`config.mk`:
```
export PLATFORM = sky130hd
export DESIGN_NAME = delimited_frame_receiver_top
export DESIGN_NICKNAME = d
export VERILOG_FILES = /design/src/hdl/dfr_pkg.sv /design/src/hdl/dfr_store.sv /design/src/hdl/dfr_ctrl.sv /design/src/hdl/delimited_frame_receiver_top.sv
export SDC_FILE = /design/constraint.sdc
export NUM_CORES = 1
export LEC_CHECK = 0
export BUFFER_PORTS_ARGS = -buffer_cell sky130_fd_sc_hd__buf_2
export CAP_MARGIN = 0
export CELL_PAD_IN_SITES_DETAIL_PLACEMENT = 0
export CELL_PAD_IN_SITES_GLOBAL_PLACEMENT = 1
export CORE_MARGIN = 8
export CORE_UTILIZATION = 40
export DETAILED_ROUTE_END_ITERATION = 12
export HOLD_SLACK_MARGIN = 0.06
export PLACE_DENSITY_LB_ADDON = 0.1
export SLEW_MARGIN = 20
export SYNTH_ARGS = -nofsm -noshare
export SYNTH_HDL_FRONTEND = slang
export SYNTH_SLANG_ARGS = --single-unit
```
`constraint.sdc`:
```
create_clock -name clk -period 7.8 [get_ports clk]
set_input_delay 0 -clock clk [delete_from_list [all_inputs] [get_ports clk]]
set_output_delay 0 -clock clk [all_outputs]
set_load 0.01 [all_outputs]
```
`src/hdl/dfr_pkg.sv`:
```
// dfr_pkg: shared types and constants for the delimited frame receiver.
// No dependencies; imported by dfr_ctrl and delimited_frame_receiver_top.
`timescale 1ns / 1ps

package dfr_pkg;

    localparam int unsigned BYTE_W  = 8;
    localparam int unsigned LEN_W   = 16;
    localparam int unsigned IDX_W   = 6;
    localparam int unsigned OUT_TDATA_W = 16;
    localparam int unsigned OUT_PAD_W   = OUT_TDATA_W - BYTE_W - IDX_W;

    // frame delimiters and type codes
    localparam logic [BYTE_W-1:0] FRAME_MARKER = 8'h7E;
    localparam logic [BYTE_W-1:0] TYPE_CODE_B  = 8'h42;
    localparam logic [BYTE_W-1:0] TYPE_CODE_E  = 8'h45;
    localparam logic [BYTE_W-1:0] TYPE_CODE_H  = 8'h48;
    localparam logic [BYTE_W-1:0] TYPE_CODE_P  = 8'h50;

    // byte offsets of the header fields within a frame
    localparam int unsigned OFF_START  = 0;
    localparam int unsigned OFF_TYPE   = 1;
    localparam int unsigned OFF_LEN_LO = 2;
    localparam int unsigned OFF_LEN_HI = 3;

    // header + sum + end marker
    localparam int unsigned FRAME_OVERHEAD = 6;

    typedef struct packed {
        logic we;
        logic re;
    } mem_cmd_t;

    function automatic logic is_frame_type(input logic [BYTE_W-1:0] b);
        return (b == TYPE_CODE_B) || (b == TYPE_CODE_E) ||
               (b == TYPE_CODE_H) || (b == TYPE_CODE_P);
    endfunction

endpackage

```
`src/hdl/dfr_store.sv`:
```
// dfr_store: single-port byte store, synchronous write, registered read.
// Standalone; used by dfr_ctrl through delimited_frame_receiver_top.
`timescale 1ns / 1ps

module dfr_store #(
    parameter int unsigned DEPTH = 64
) (
    input  logic                     clk,
    input  logic                     we,
    input  logic                     re,
    input  logic [$clog2(DEPTH)-1:0] addr,
    input  logic [7:0]               wdata,
    output logic [7:0]               rdata
);

    logic [7:0] mem [DEPTH];
    logic [7:0] rd_data_reg;

    always_ff @(posedge clk)
    begin
        if (we)
        begin
            mem[addr] <= wdata;
        end
        if (re)
        begin
            rd_data_reg <= mem[addr];
        end
    end

    assign rdata = rd_data_reg;

endmodule

```
`src/hdl/dfr_ctrl.sv`:
```
// dfr_ctrl: sequencer that appends, resyncs, checks and emits frames held in
// the byte store (circular, head pointer + fill count). Uses dfr_pkg.
`timescale 1ns / 1ps

module dfr_ctrl #(
    parameter int unsigned MAX_PAYLOAD = 40,
    parameter int unsigned STORE_DEPTH = 64
) (
    input  logic                             clk,
    input  logic                             rst_n,
    // byte input
    input  logic                             in_valid,
    output logic                             in_ready,
    input  logic [dfr_pkg::BYTE_W-1:0]       in_byte,
    // frame output
    output logic                             out_valid,
    input  logic                             out_ready,
    output logic [dfr_pkg::BYTE_W-1:0]       out_byte,
    output logic [dfr_pkg::IDX_W-1:0]        out_index,
    output logic                             out_last,
    // store port
    output dfr_pkg::mem_cmd_t                mem_cmd,
    output logic [$clog2(STORE_DEPTH)-1:0]   mem_addr,
    output logic [dfr_pkg::BYTE_W-1:0]       mem_wdata,
    input  logic [dfr_pkg::BYTE_W-1:0]       mem_rdata
);

    import dfr_pkg::*;

    localparam int unsigned AW = $clog2(STORE_DEPTH);
    localparam int unsigned CW = $clog2(STORE_DEPTH + 1);
    localparam int unsigned PW = CW + 1;
    localparam int unsigned NW = LEN_W + 1;

    typedef enum logic [3:0] {
        ST_IDLE,
        ST_RS_RD,
        ST_RS_CHK,
        ST_LEN2,
        ST_LEN3,
        ST_LEN_CHK,
        ST_SUM_RD,
        ST_SUM_ACC,
        ST_CK_RD,
        ST_CK_EVAL,
        ST_EM_RD,
        ST_EM_LD
    } state_t;

    state_t              state_reg, state_next;
    logic [AW-1:0]       head_reg, head_next;
    logic [CW-1:0]       fill_reg, fill_next;
    logic [CW-1:0]       cnt_reg, cnt_next;
    logic [CW-1:0]       need_reg, need_next;
    logic [BYTE_W-1:0]   sum_reg, sum_next;
    logic [BYTE_W-1:0]   len_lo_reg, len_lo_next;
    logic                out_valid_reg, out_valid_next;
    logic [BYTE_W-1:0]   out_byte_reg, out_byte_next;
    logic [IDX_W-1:0]    out_index_reg, out_index_next;
    logic                out_last_reg, out_last_next;

    logic [CW-1:0]       mem_off;
    logic [PW-1:0]       addr_sum;
    logic [AW-1:0]       head_inc;
    logic [CW-1:0]       fill_inc;
    logic [LEN_W-1:0]    len_full;
    logic [NW-1:0]       need_wide;
    logic [CW-1:0]       sum_last_off;
    logic [CW-1:0]       chk_off;
    logic [CW-1:0]       end_off;

    // logical offset -> physical entry, wrapping at STORE_DEPTH
    assign addr_sum = PW'(head_reg) + PW'(mem_off);
    assign mem_addr = (addr_sum >= PW'(STORE_DEPTH)) ? AW'(addr_sum - PW'(STORE_DEPTH))
                                                     : AW'(addr_sum);

    assign head_inc     = (head_reg == AW'(STORE_DEPTH - 1)) ? '0 : head_reg + AW'(1);
    assign fill_inc     = fill_reg + CW'(1);
    assign len_full     = {mem_rdata, len_lo_reg};
    assign need_wide    = NW'(len_full) + NW'(FRAME_OVERHEAD);
    assign sum_last_off = need_reg - CW'(3);
    assign chk_off      = need_reg - CW'(2);
    assign end_off      = need_reg - CW'(1);

    always_comb
    begin
        state_next     = state_reg;
        head_next      = head_reg;
        fill_next      = fill_reg;
        cnt_next       = cnt_reg;
        need_next      = need_reg;
        sum_next       = sum_reg;
        len_lo_next    = len_lo_reg;
        out_valid_next = out_valid_reg & ~out_ready;
        out_byte_next  = out_byte_reg;
        out_index_next = out_index_reg;
        out_last_next  = out_last_reg;
        mem_cmd        = '0;
        mem_off        = cnt_reg;
        mem_wdata      = in_byte;

        case (state_reg)
            ST_IDLE:
            begin
                if (in_valid)
                begin
                    mem_cmd.we = 1'b1;
                    if (fill_reg == CW'(STORE_DEPTH))
                    begin
                        // full: overwrite the oldest entry, head moves past it
                        mem_off    = '0;
                        head_next  = head_inc;
                        cnt_next   = '0;
                        state_next = ST_RS_RD;
                    end
                    else
                    begin
                        mem_off   = fill_reg;
                        fill_next = fill_inc;
                        cnt_next  = '0;
                        if (fill_inc == CW'(OFF_LEN_HI))
                        begin
                            state_next = ST_IDLE;
                        end
                        else if (fill_inc <= CW'(OFF_LEN_HI + 1))
                        begin
                            state_next = ST_RS_RD;
                        end
                        else
                        begin
                            state_next = ST_LEN2;
                        end
                    end
                end
            end

            ST_RS_RD:
            begin
                if (fill_reg == '0)
                begin
                    state_next = ST_IDLE;
                end
                else
                begin
                    mem_cmd.re = 1'b1;
                    state_next = ST_RS_CHK;
                end
            end

            ST_RS_CHK:
            begin
                logic bad;
                logic more;
                bad  = 1'b0;
                more = 1'b0;
                case (cnt_reg[1:0])
                    2'(OFF_START):
                    begin
                        bad  = (mem_rdata != FRAME_MARKER);
                        more = (fill_reg > CW'(OFF_TYPE));
                    end
                    2'(OFF_TYPE):
                    begin
                        bad  = !is_frame_type(mem_rdata);
                        more = (fill_reg > CW'(OFF_LEN_HI));
                    end
                    2'(OFF_LEN_LO):
                    begin
                        len_lo_next = mem_rdata;
                        more        = 1'b1;
                    end
                    default:
                    begin
                        bad = (len_full > LEN_W'(MAX_PAYLOAD));
                    end
                endcase
                if (bad)
                begin
                    head_next  = head_inc;
                    fill_next  = fill_reg - CW'(1);
                    cnt_next   = '0;
                    state_next = ST_RS_RD;
                end
                else if (more)
                begin
                    cnt_next   = cnt_reg + CW'(1);
                    state_next = ST_RS_RD;
                end
                else
                begin
                    state_next = ST_IDLE;
                end
            end

            ST_LEN2:
            begin
                mem_off    = CW'(OFF_LEN_LO);
                mem_cmd.re = 1'b1;
                state_next = ST_LEN3;
            end

            ST_LEN3:
            begin
                len_lo_next = mem_rdata;
                mem_off     = CW'(OFF_LEN_HI);
                mem_cmd.re  = 1'b1;
                state_next  = ST_LEN_CHK;
            end

            ST_LEN_CHK:
            begin
                if (need_wide > NW'(fill_reg))
                begin
                    state_next = ST_IDLE;
                end
                else
                begin
                    need_next  = CW'(need_wide);
                    cnt_next   = CW'(OFF_TYPE);
                    sum_next   = '0;
                    state_next = ST_SUM_RD;
                end
            end

            ST_SUM_RD:
            begin
                mem_cmd.re = 1'b1;
                state_next = ST_SUM_ACC;
            end

            ST_SUM_ACC:
            begin
                sum_next = sum_reg + mem_rdata;
                if (cnt_reg == sum_last_off)
                begin
                    cnt_next   = chk_off;
                    state_next = ST_CK_RD;
                end
                else
                begin
                    cnt_next   = cnt_reg + CW'(1);
                    state_next = ST_SUM_RD;
                end
            end

            ST_CK_RD:
            begin
                mem_cmd.re = 1'b1;
                state_next = ST_CK_EVAL;
            end

            ST_CK_EVAL:
            begin
                logic good;
                good = (cnt_reg == chk_off) ? (mem_rdata == sum_reg)
                                            : (mem_rdata == FRAME_MARKER);
                if (!good)
                begin
                    head_next  = head_inc;
                    fill_next  = fill_reg - CW'(1);
                    cnt_next   = '0;
                    state_next = ST_RS_RD;
                end
                else if (cnt_reg == chk_off)
                begin
                    cnt_next   = end_off;
                    state_next = ST_CK_RD;
                end
                else
                begin
                    cnt_next   = '0;
                    state_next = ST_EM_RD;
                end
            end

            ST_EM_RD:
            begin
                mem_cmd.re = 1'b1;
                state_next = ST_EM_LD;
            end

            ST_EM_LD:
            begin
                if (!out_valid_reg || out_ready)
                begin
                    out_valid_next = 1'b1;
                    out_byte_next  = mem_rdata;
                    out_index_next = IDX_W'(cnt_reg);
                    out_last_next  = (cnt_reg == end_off);
                    if (cnt_reg == end_off)
                    begin
                        fill_next  = '0;
                        state_next = ST_IDLE;
                    end
                    else
                    begin
                        cnt_next   = cnt_reg + CW'(1);
                        state_next = ST_EM_RD;
                    end
                end
            end

            default:
            begin
                state_next = ST_IDLE;
            end
        endcase
    end

    always_ff @(posedge clk or negedge rst_n)
    begin
        if (!rst_n)
        begin
            state_reg     <= ST_IDLE;
            head_reg      <= '0;
            fill_reg      <= '0;
            cnt_reg       <= '0;
            need_reg      <= '0;
            sum_reg       <= '0;
            len_lo_reg    <= '0;
            out_valid_reg <= 1'b0;
            out_byte_reg  <= '0;
            out_index_reg <= '0;
            out_last_reg  <= 1'b0;
        end
        else
        begin
            state_reg     <= state_next;
            head_reg      <= head_next;
            fill_reg      <= fill_next;
            cnt_reg       <= cnt_next;
            need_reg      <= need_next;
            sum_reg       <= sum_next;
            len_lo_reg    <= len_lo_next;
            out_valid_reg <= out_valid_next;
            out_byte_reg  <= out_byte_next;
            out_index_reg <= out_index_next;
            out_last_reg  <= out_last_next;
        end
    end

    assign in_ready  = (state_reg == ST_IDLE);
    assign out_valid = out_valid_reg;
    assign out_byte  = out_byte_reg;
    assign out_index = out_index_reg;
    assign out_last  = out_last_reg;

endmodule

```
`src/hdl/delimited_frame_receiver_top.sv`:
```
// delimited_frame_receiver_top: byte stream in, validated frames out.
// Instantiates dfr_ctrl and dfr_store; uses dfr_pkg.
`timescale 1ns / 1ps
//
// Usage
//   s_axis carries one received byte per item. m_axis carries the bytes of
//   each good frame (7E, type, len lo, len hi, payload, sum, 7E), start
//   marker first; tlast marks the end marker. tdata also carries the byte's
//   position in the frame.
//   Bytes are held in a single-port store of STORE_DEPTH entries with a head
//   pointer and fill count. All checks read the store one entry at a time.
// Sequencing
//   A byte that leaves three held returns straight to idle. From five held
//   on, the length is fetched first; a frame still short waits in idle. A
//   prefix resync reads and checks one header byte at a time; a failed check
//   drops the oldest byte and restarts, so the worst case grows with fill
//   count. A complete frame of N = len+6 bytes: the length is fetched, the
//   N-3 bytes type through payload are summed, sum and end marker are
//   checked, then each byte is read and emitted in turn.
// Reset: fill count and control state clear; the store contents are not
//   cleared, entries are only read after being written.
// Stall: while m_axis is held off, emission waits on the output register and
//   s_axis_tready stays low; the last byte of a frame may wait in the output
//   register while the next input byte is taken.

module delimited_frame_receiver_top #(
    parameter int unsigned MAX_PAYLOAD = 40,
    parameter int unsigned STORE_DEPTH = 64
) (
    input  logic                                clk,
    input  logic                                rst_n,
    // input: [7:0] rx_byte
    input  logic                                s_axis_tvalid,
    output logic                                s_axis_tready,
    input  logic [dfr_pkg::BYTE_W-1:0]          s_axis_tdata,
    // output: [7:0] frame_byte, [13:8] byte_index, [15:14] zero
    output logic                                m_axis_tvalid,
    input  logic                                m_axis_tready,
    output logic [dfr_pkg::OUT_TDATA_W-1:0]     m_axis_tdata,
    output logic                                m_axis_tlast
);

    import dfr_pkg::*;

    localparam int unsigned AW = $clog2(STORE_DEPTH);

    mem_cmd_t            mem_cmd;
    logic [AW-1:0]       mem_addr;
    logic [BYTE_W-1:0]   mem_wdata;
    logic [BYTE_W-1:0]   mem_rdata;
    logic [BYTE_W-1:0]   frame_byte;
    logic [IDX_W-1:0]    byte_index;

    dfr_ctrl #(
        .MAX_PAYLOAD (MAX_PAYLOAD),
        .STORE_DEPTH (STORE_DEPTH)
    ) u_ctrl (
        .clk       (clk),
        .rst_n     (rst_n),
        .in_valid  (s_axis_tvalid),
        .in_ready  (s_axis_tready),
        .in_byte   (s_axis_tdata),
        .out_valid (m_axis_tvalid),
        .out_ready (m_axis_tready),
        .out_byte  (frame_byte),
        .out_index (byte_index),
        .out_last  (m_axis_tlast),
        .mem_cmd   (mem_cmd),
        .mem_addr  (mem_addr),
        .mem_wdata (mem_wdata),
        .mem_rdata (mem_rdata)
    );

    dfr_store #(
        .DEPTH (STORE_DEPTH)
    ) u_store (
        .clk   (clk),
        .we    (mem_cmd.we),
        .re    (mem_cmd.re),
        .addr  (mem_addr),
        .wdata (mem_wdata),
        .rdata (mem_rdata)
    );

    assign m_axis_tdata = {{OUT_PAD_W{1'b0}}, byte_index, frame_byte};

endmodule
```
# Word level (Yosys, flattened, before mapping)

Memory sizes are Yosys's and may differ from the RTL's. A register that Yosys moved wholly into a read port is not among the register bits.
Index checks and enable logic that the tools add are counted.

Register bits: 63
Memory bits (writable): 512
Memories: 1
Word-level logic and storage cells: 150
Output and inout port bits: 19

Memory list:

| name        | depth | width | rd ports | clocked after Yosys merged registers in | wr ports | line            | RTL |
|---|---|---|---|---|---|---|---|
| u_store.mem | 64    | 8     | 1        | 1                                       | 1        | dfr_store.sv:16 | `logic [7:0] mem [DEPTH];` |

Add/sub/neg operators: 11
Order comparisons: 6
Reduce and logical (&&, ||, !) cells: 23
Multiplexer cells: 58
Bitwise operators: 3
Equality and inequality tests: 37

Operator list:

| kind                                                                              | number |
|---|---|
| 7-bit two-way mux                                                                 | 17 |
| 4-bit case mux with 12 select lines                                               | 1 |
| 7-bit case mux with 6 select lines                                                | 1 |
| 8-bit by 7-bit equality test with 1-bit output (second input constant)            | 5 |
| 6-bit two-way mux                                                                 | 6 |
| 8-bit case mux with 2 select lines                                                | 2 |
| 4-bit two-way mux                                                                 | 7 |
| 7-bit case mux with 4 select lines                                                | 1 |
| 7-bit equality test                                                               | 3 |
| 7-bit case mux with 3 select lines                                                | 1 |
| 6-bit case mux with 3 select lines                                                | 1 |
| 16-bit by 3-bit adder with 17-bit output (second input constant)                  | 1 |
| 17-bit by 7-bit greater-than comparator with 1-bit output                         | 1 |
| 4-bit by 3-bit equality test with 1-bit output (second input constant)            | 4 |
| 4-bit equality test (second input constant)                                       | 4 |
| 16-bit by 6-bit greater-than comparator with 1-bit output (second input constant) | 1 |
| 8-bit two-way mux                                                                 | 2 |
| 7-bit by 1-bit adder with 7-bit output (second input constant)                    | 2 |
| 7-bit by 1-bit subtractor with 7-bit output (second input constant)               | 2 |
| 7-bit by 2-bit subtractor with 7-bit output (second input constant)               | 2 |
| 2-bit != test (second input constant)                                             | 6 |
| 1-bit two-way mux                                                                 | 11 |
| 2-bit AND reduction                                                               | 5 |
| 6-bit by 7-bit adder with 8-bit output                                            | 1 |
| other kinds (37)                                                                  | 51 |

# Longest topological paths before layout

Word-level depth: 9
Depth in mapped cells: 22

# Modules after synthesis

A second synthesis with hierarchy kept.

Cells, all modules: 1,807
Area total of the unflattened synthesis: 25,992.4 um^2

By module, submodules not included:

| module                       | seq. area each (um^2) | cells an instance | area an instance (um^2) | instances |
|---|---|---|---|---|
| dfr_store                    | 15,615.0              | 1,171             | 20,529.7                | 1 |
| dfr_ctrl                     | 1,576.5               | 633               | 5,444.0                 | 1 |
| delimited_frame_receiver_top | 0.0                   | 3                 | 18.8                    | 1 |

# Least setup slack after synthesis

Ideal clock, no wire load.

Kind: reg2reg
From: register u_ctrl.state_reg[0]
To: register u_store.rd_data_reg[4], in the netlist u_store.rdata[4] (read register of u_store.mem) (data pin)
Data required time: 7.530 ns
Path buffers: 6
Clock period less this slack: 4.611 ns
Stages on the path, launching flop included: 21
Arrival: 4.341 ns
Path slack: 3.189 ns
Setup time: 0.270 ns
Cell sequence: dfrtp_1 > clkbuf_1 > nor2_1 > nand2_1 > inv_1 > and2_0 > clkbuf_1 > nand3_1 > o221ai_1 > ha_1 > inv_1 > fa_1 > clkbuf_1 > clkbuf_1 > clkbuf_1 > clkbuf_1 > mux4_2 > nand2_1 > o211ai_1 > a311oi_1 > a21oi_1

Word-level cells in the longest chain between the ends: 5
Elaborated cells on any way between the ends: 14
Classes of those cells: 2 x add/sub; 1 x order compare; 6 x eq/ne; 3 x mux; 2 x reduce/logical

Ends and longest elaborated chain:

| item                                                                                                                               | line                               | RTL |
|---|---|---|
| start, declared                                                                                                                    | dfr_ctrl.sv:50                     | `state_t state_reg, state_next;` |
| start signal, assigned                                                                                                             | dfr_ctrl.sv:328                    | `state_reg <= state_next;` |
| 4-bit logical NOT (*)                                                                                                              | n/a                                |  |
| via s_axis_tready                                                                                                                  | delimited_frame_receiver_top.sv:34 | `output logic s_axis_tready,` |
| 7-bit case mux with 3 select lines (*)                                                                                             | dfr_ctrl.sv:102                    | `case (state_reg)` |
| 6-bit by 7-bit adder with 8-bit output (*)                                                                                         | dfr_ctrl.sv:73                     | `assign addr_sum = PW'(head_reg) + PW'(mem_off);` |
| 8-bit by 7-bit greater-or-equal comparator with 1-bit output / 6-bit by 1-bit subtractor with 6-bit output (equally long branches) | dfr_ctrl.sv:74                     | `assign mem_addr = (addr_sum >= PW'(STORE_DEPTH)) ? AW'(addr_sum - PW'(STORE_DEPTH))` |
| 6-bit two-way mux (*)                                                                                                              | dfr_ctrl.sv:74                     |  |
| end, declared                                                                                                                      | dfr_store.sv:17                    | `logic [7:0] rd_data_reg;` |

Mark *: on every way through the listed nets, which the timed path passes. The rest lies on a longest branch.
A chain may end at the register's enable or synchronous reset.

# Worst setup path in the final report

From: register u_ctrl.fill_reg[0]
To: memory u_store.mem[10][7], enable pin

Word-level cells in the longest chain between the ends: 7
Elaborated cells on any way between the ends: 8
Classes of those cells: 2 x add/sub; 1 x order compare; 1 x eq/ne; 4 x mux

Ends and longest elaborated chain:

| item                                                                                                                               | line            | RTL |
|---|---|---|
| start, declared                                                                                                                    | dfr_ctrl.sv:52  | `logic [CW-1:0] fill_reg, fill_next;` |
| start signal, assigned                                                                                                             | dfr_ctrl.sv:330 | `fill_reg <= fill_next;` |
| 7-bit equality test                                                                                                                | dfr_ctrl.sv:108 | `if (fill_reg == CW'(STORE_DEPTH))` |
| 7-bit two-way mux (*)                                                                                                              | dfr_ctrl.sv:108 |  |
| 7-bit two-way mux (*)                                                                                                              | dfr_ctrl.sv:105 | `if (in_valid)` |
| 7-bit case mux with 3 select lines (*)                                                                                             | dfr_ctrl.sv:102 |  |
| 6-bit by 7-bit adder with 8-bit output (*)                                                                                         | dfr_ctrl.sv:73  |  |
| 8-bit by 7-bit greater-or-equal comparator with 1-bit output / 6-bit by 1-bit subtractor with 6-bit output (equally long branches) | dfr_ctrl.sv:74  |  |
| 6-bit two-way mux (*)                                                                                                              | dfr_ctrl.sv:74  |  |
| end, declared                                                                                                                      | dfr_store.sv:16 |  |

Every way passes the cells marked *; elsewhere a longest branch is shown, timed or not.

==> flow_metrics.tcl <==
set metrics [dict create \
    outcome "finished clean" \
    ctsHoldBuffers 3 \
    gp_congestion 0.833 \
    synthMostInstantiatedCell "edfxtp_1" \
    slowest_delay_ns 0.83 \
    finalMaxSlewViolations 0 \
    fin_setup_tns_ns 0 \
    antenna_left 0 \
    ys.flop_type "edfxtp_1" \
    cp-end-kind "flop" \
    h-tree-depth 3 \
    cts_made_buffers 68 \
    drcViolationCount 0 \
    ys.warnings.count 0 \
    start_util_pct 40.2 \
    synth.cell_area_um2 25200 \
    clk_path_buf_depth 3 \
    hold_path.class "input pin to flop" \
    antenna_cells 0 \
    cts_root_buf "clkbuf_16" \
    cap_violations 0 \
    die_x_um 267 \
    rows 92 \
    synthArstFlopShare_pct 10.8 \
    worst_pin_slew_ns 1.10 \
    worstPathRequired_ns 8.01 \
    layout-drive-gt1-share_pct 14.2 \
    synth-edff-count 520 \
    startpoint_type "flop" \
    crit_fanout 27 \
    tritoncts "built" \
    reg2reg_slack_ns 1.52 \
    synth_top_cells_by_count "edfxtp_1 (520), nand2_1 (172), nor2_1 (138)" \
    seq_area_um2 17200 \
    worstPathArrival_ns 6.50 \
    critPathSlowestCell "fa_4" \
    insertion_delay_ns 0.61 \
    track_usage_pct 22.1 \
    largest_register_ffs 512 \
    fill_cells 5641 \
    synth_area_leaders "edfxtp_1 (62%), dfrtp_1 (6.2%), nand2_1 (2.6%)" \
    numPortBuffers 28 \
    max_flop_register "u_store.mem" \
    drt-pass1-iter-count 6 \
    crit_chain "inv_1, ha_1, nand2_1, nor3_1, nand2_1, nand3_1, o221ai_1, ha_4, inv_1, fa_4, inv_2, nand2_1, nor2_1, nand2_1, nor2_1" \
    ys_types 81 \
    cts_setup_buffers 0 \
    report.final.hold_viol_count 0 \
    antenna_found_initial 0 \
    ctsResizeCount 0 \
    fp.coreArea_um2 62700 \
    period_needed_ns 6.28 \
    fin_area_um2 28800 \
    synth-seq-cells 583 \
    fin_worst_skew_ns 0.0299 \
    viasPerCell 5.98 \
    wl_per_cell_um 28.7 \
    crit_type "flop to flop" \
    finalSetupViolCount 0 \
    dp_hpwl_um 49600 \
    cts.clk_slew.worst_paths_ns 0.06 \
    yosysTopAreaCell "edfxtp_1" \
    routed-via-count 16570 \
    max_freq_mhz 159 \
    layout.nets 1920 \
    avgSynthCellArea_um2 13.8 \
    cpMostUsedCell "nand2_1" \
    relSlewSlack_pct 26.5 \
    gr-total-overflow 0 \
    rsz0062_at_grt "no" \
    dieArea_um2 71400 \
    die_h_um 267 \
    grt_pass1_wl_um 117000 \
    synthCells 1824 \
    area_delta_synth_final_pct 13.9 \
    post-synth-top-area-fraction_pct 61.9 \
    seq_area_frac_synth_pct 68.1 \
    grt_pass1_vias 16416 \
    ios 31 \
    grt_max_degree 65 \
    post-route-period-util_pct 80.6 \
    drt_wl_total_um 79600 \
    cts.sinks 583 \
    place_area_um2 26500 \
    multiInputGateArea_um2 7610 \
    drtIter0Drc 1933 \
]
==> layer usage <==
layer / vias up / global-route usage [%] / share of wire, % / wire, um
li1: 7254 / - / - / -
met1: 8514 / 30.6 / 44 / 34600
met2: 676 / 36.0 / 48 / 37800
met3: 126 / 3.39 / 6.5 / 5150
met4: 0 / 6.70 / 2.5 / 1980
met5: - / 0 / 0 / 0
==> placed cells by master (no fill, tap or decap), drive strengths merged, types with 22 or more instances in the layout <==
master,count
edfxtp,520
nand2,172
nor2,138
clkbuf,89
buf,84
a21oi,81
o21ai,72
dfrtp,63
nand3,50
a22oi,49
mux2i,47
mux2,39
inv,37
ha,34
a31oi,32
xor2,28
o22ai,27
a221oi,23
mux4,22
==> final timing paths <==
| kind | start | endpoint | depth (start not counted) |
|---|---|---|---|
| min | s_axis_tdata[7] | u_store.mem[33][7] | 2 |
| max | u_ctrl.fill_reg[0] | u_store.mem[10][7] | 15 |
| max in group asynchronous | rst_n | u_ctrl.out_byte[4] | 3 |
| min reg2reg | u_ctrl.sum_reg[7] | u_ctrl.sum_reg[7] | 1 |
| max reg2reg | u_ctrl.fill_reg[0] | u_store.mem[10][7] | 15 |
| min in group asynchronous | rst_n | u_ctrl.fill_reg[4] | 3 |
==> worst max-delay path, delay by kind of cell, from the launching register on <==
family,cells,cell delay (ns)
buffers and inverters,3,0.75
AO/OA/AOI/OAI,1,0.21
flip-flops,1,0.49
AND/OR/NAND/NOR,8,3.08
adder cells (fa/ha/maj),3,1.33
==> per-stage QoR <==
step	setup WS (ns)	hold WS, ns	utilization (%)	cells
2_1_floorplan	3.19	-0.296	-	1825
3_3_place_gp	1.79	0.261	42.3	2645
3_5_place_dp	1.55	0.272	42.3	2645
4_1_cts	1.57	0.0904	45.8	2770
5_1_grt	1.20	0.108	45.8	2770
6_report	1.52	0.0722	45.8	2770
==> cells by family (layout without fill, tap and decap cells) <==
| family | count (synthesis) | count (layout) | share of synthesized area (%) |
|---|---|---|---|
| compound gates | 445 | 445 | 12.5 |
| simple gates | 463 | 463 | 8.25 |
| fa+ha+maj | 36 | 36 | 1.84 |
| mux | 108 | 108 | 5.57 |
| other cells | 1 | 2 | 0.0149 |
| flops | 583 | 583 | 68.1 |
| buf+inv | 144 | 243 | 2.24 |
| xor+xnor | 44 | 44 | 1.53 |
==> final cells by class <==
class,instances,share of cell area [%]
Clock inverter,33,1.11
Sequential cell,583,59.8
Timing Repair Buffer,87,2.05
Tap cell,846,3.68
Inverter,34,0.444
Multi-Input combinational cell,1098,26.5
Clock buffer,89,6.45
Power is left out: the tool's default activity adds up to more than one toggle a clock period on the data nets, which glitch-free logic cannot reach.
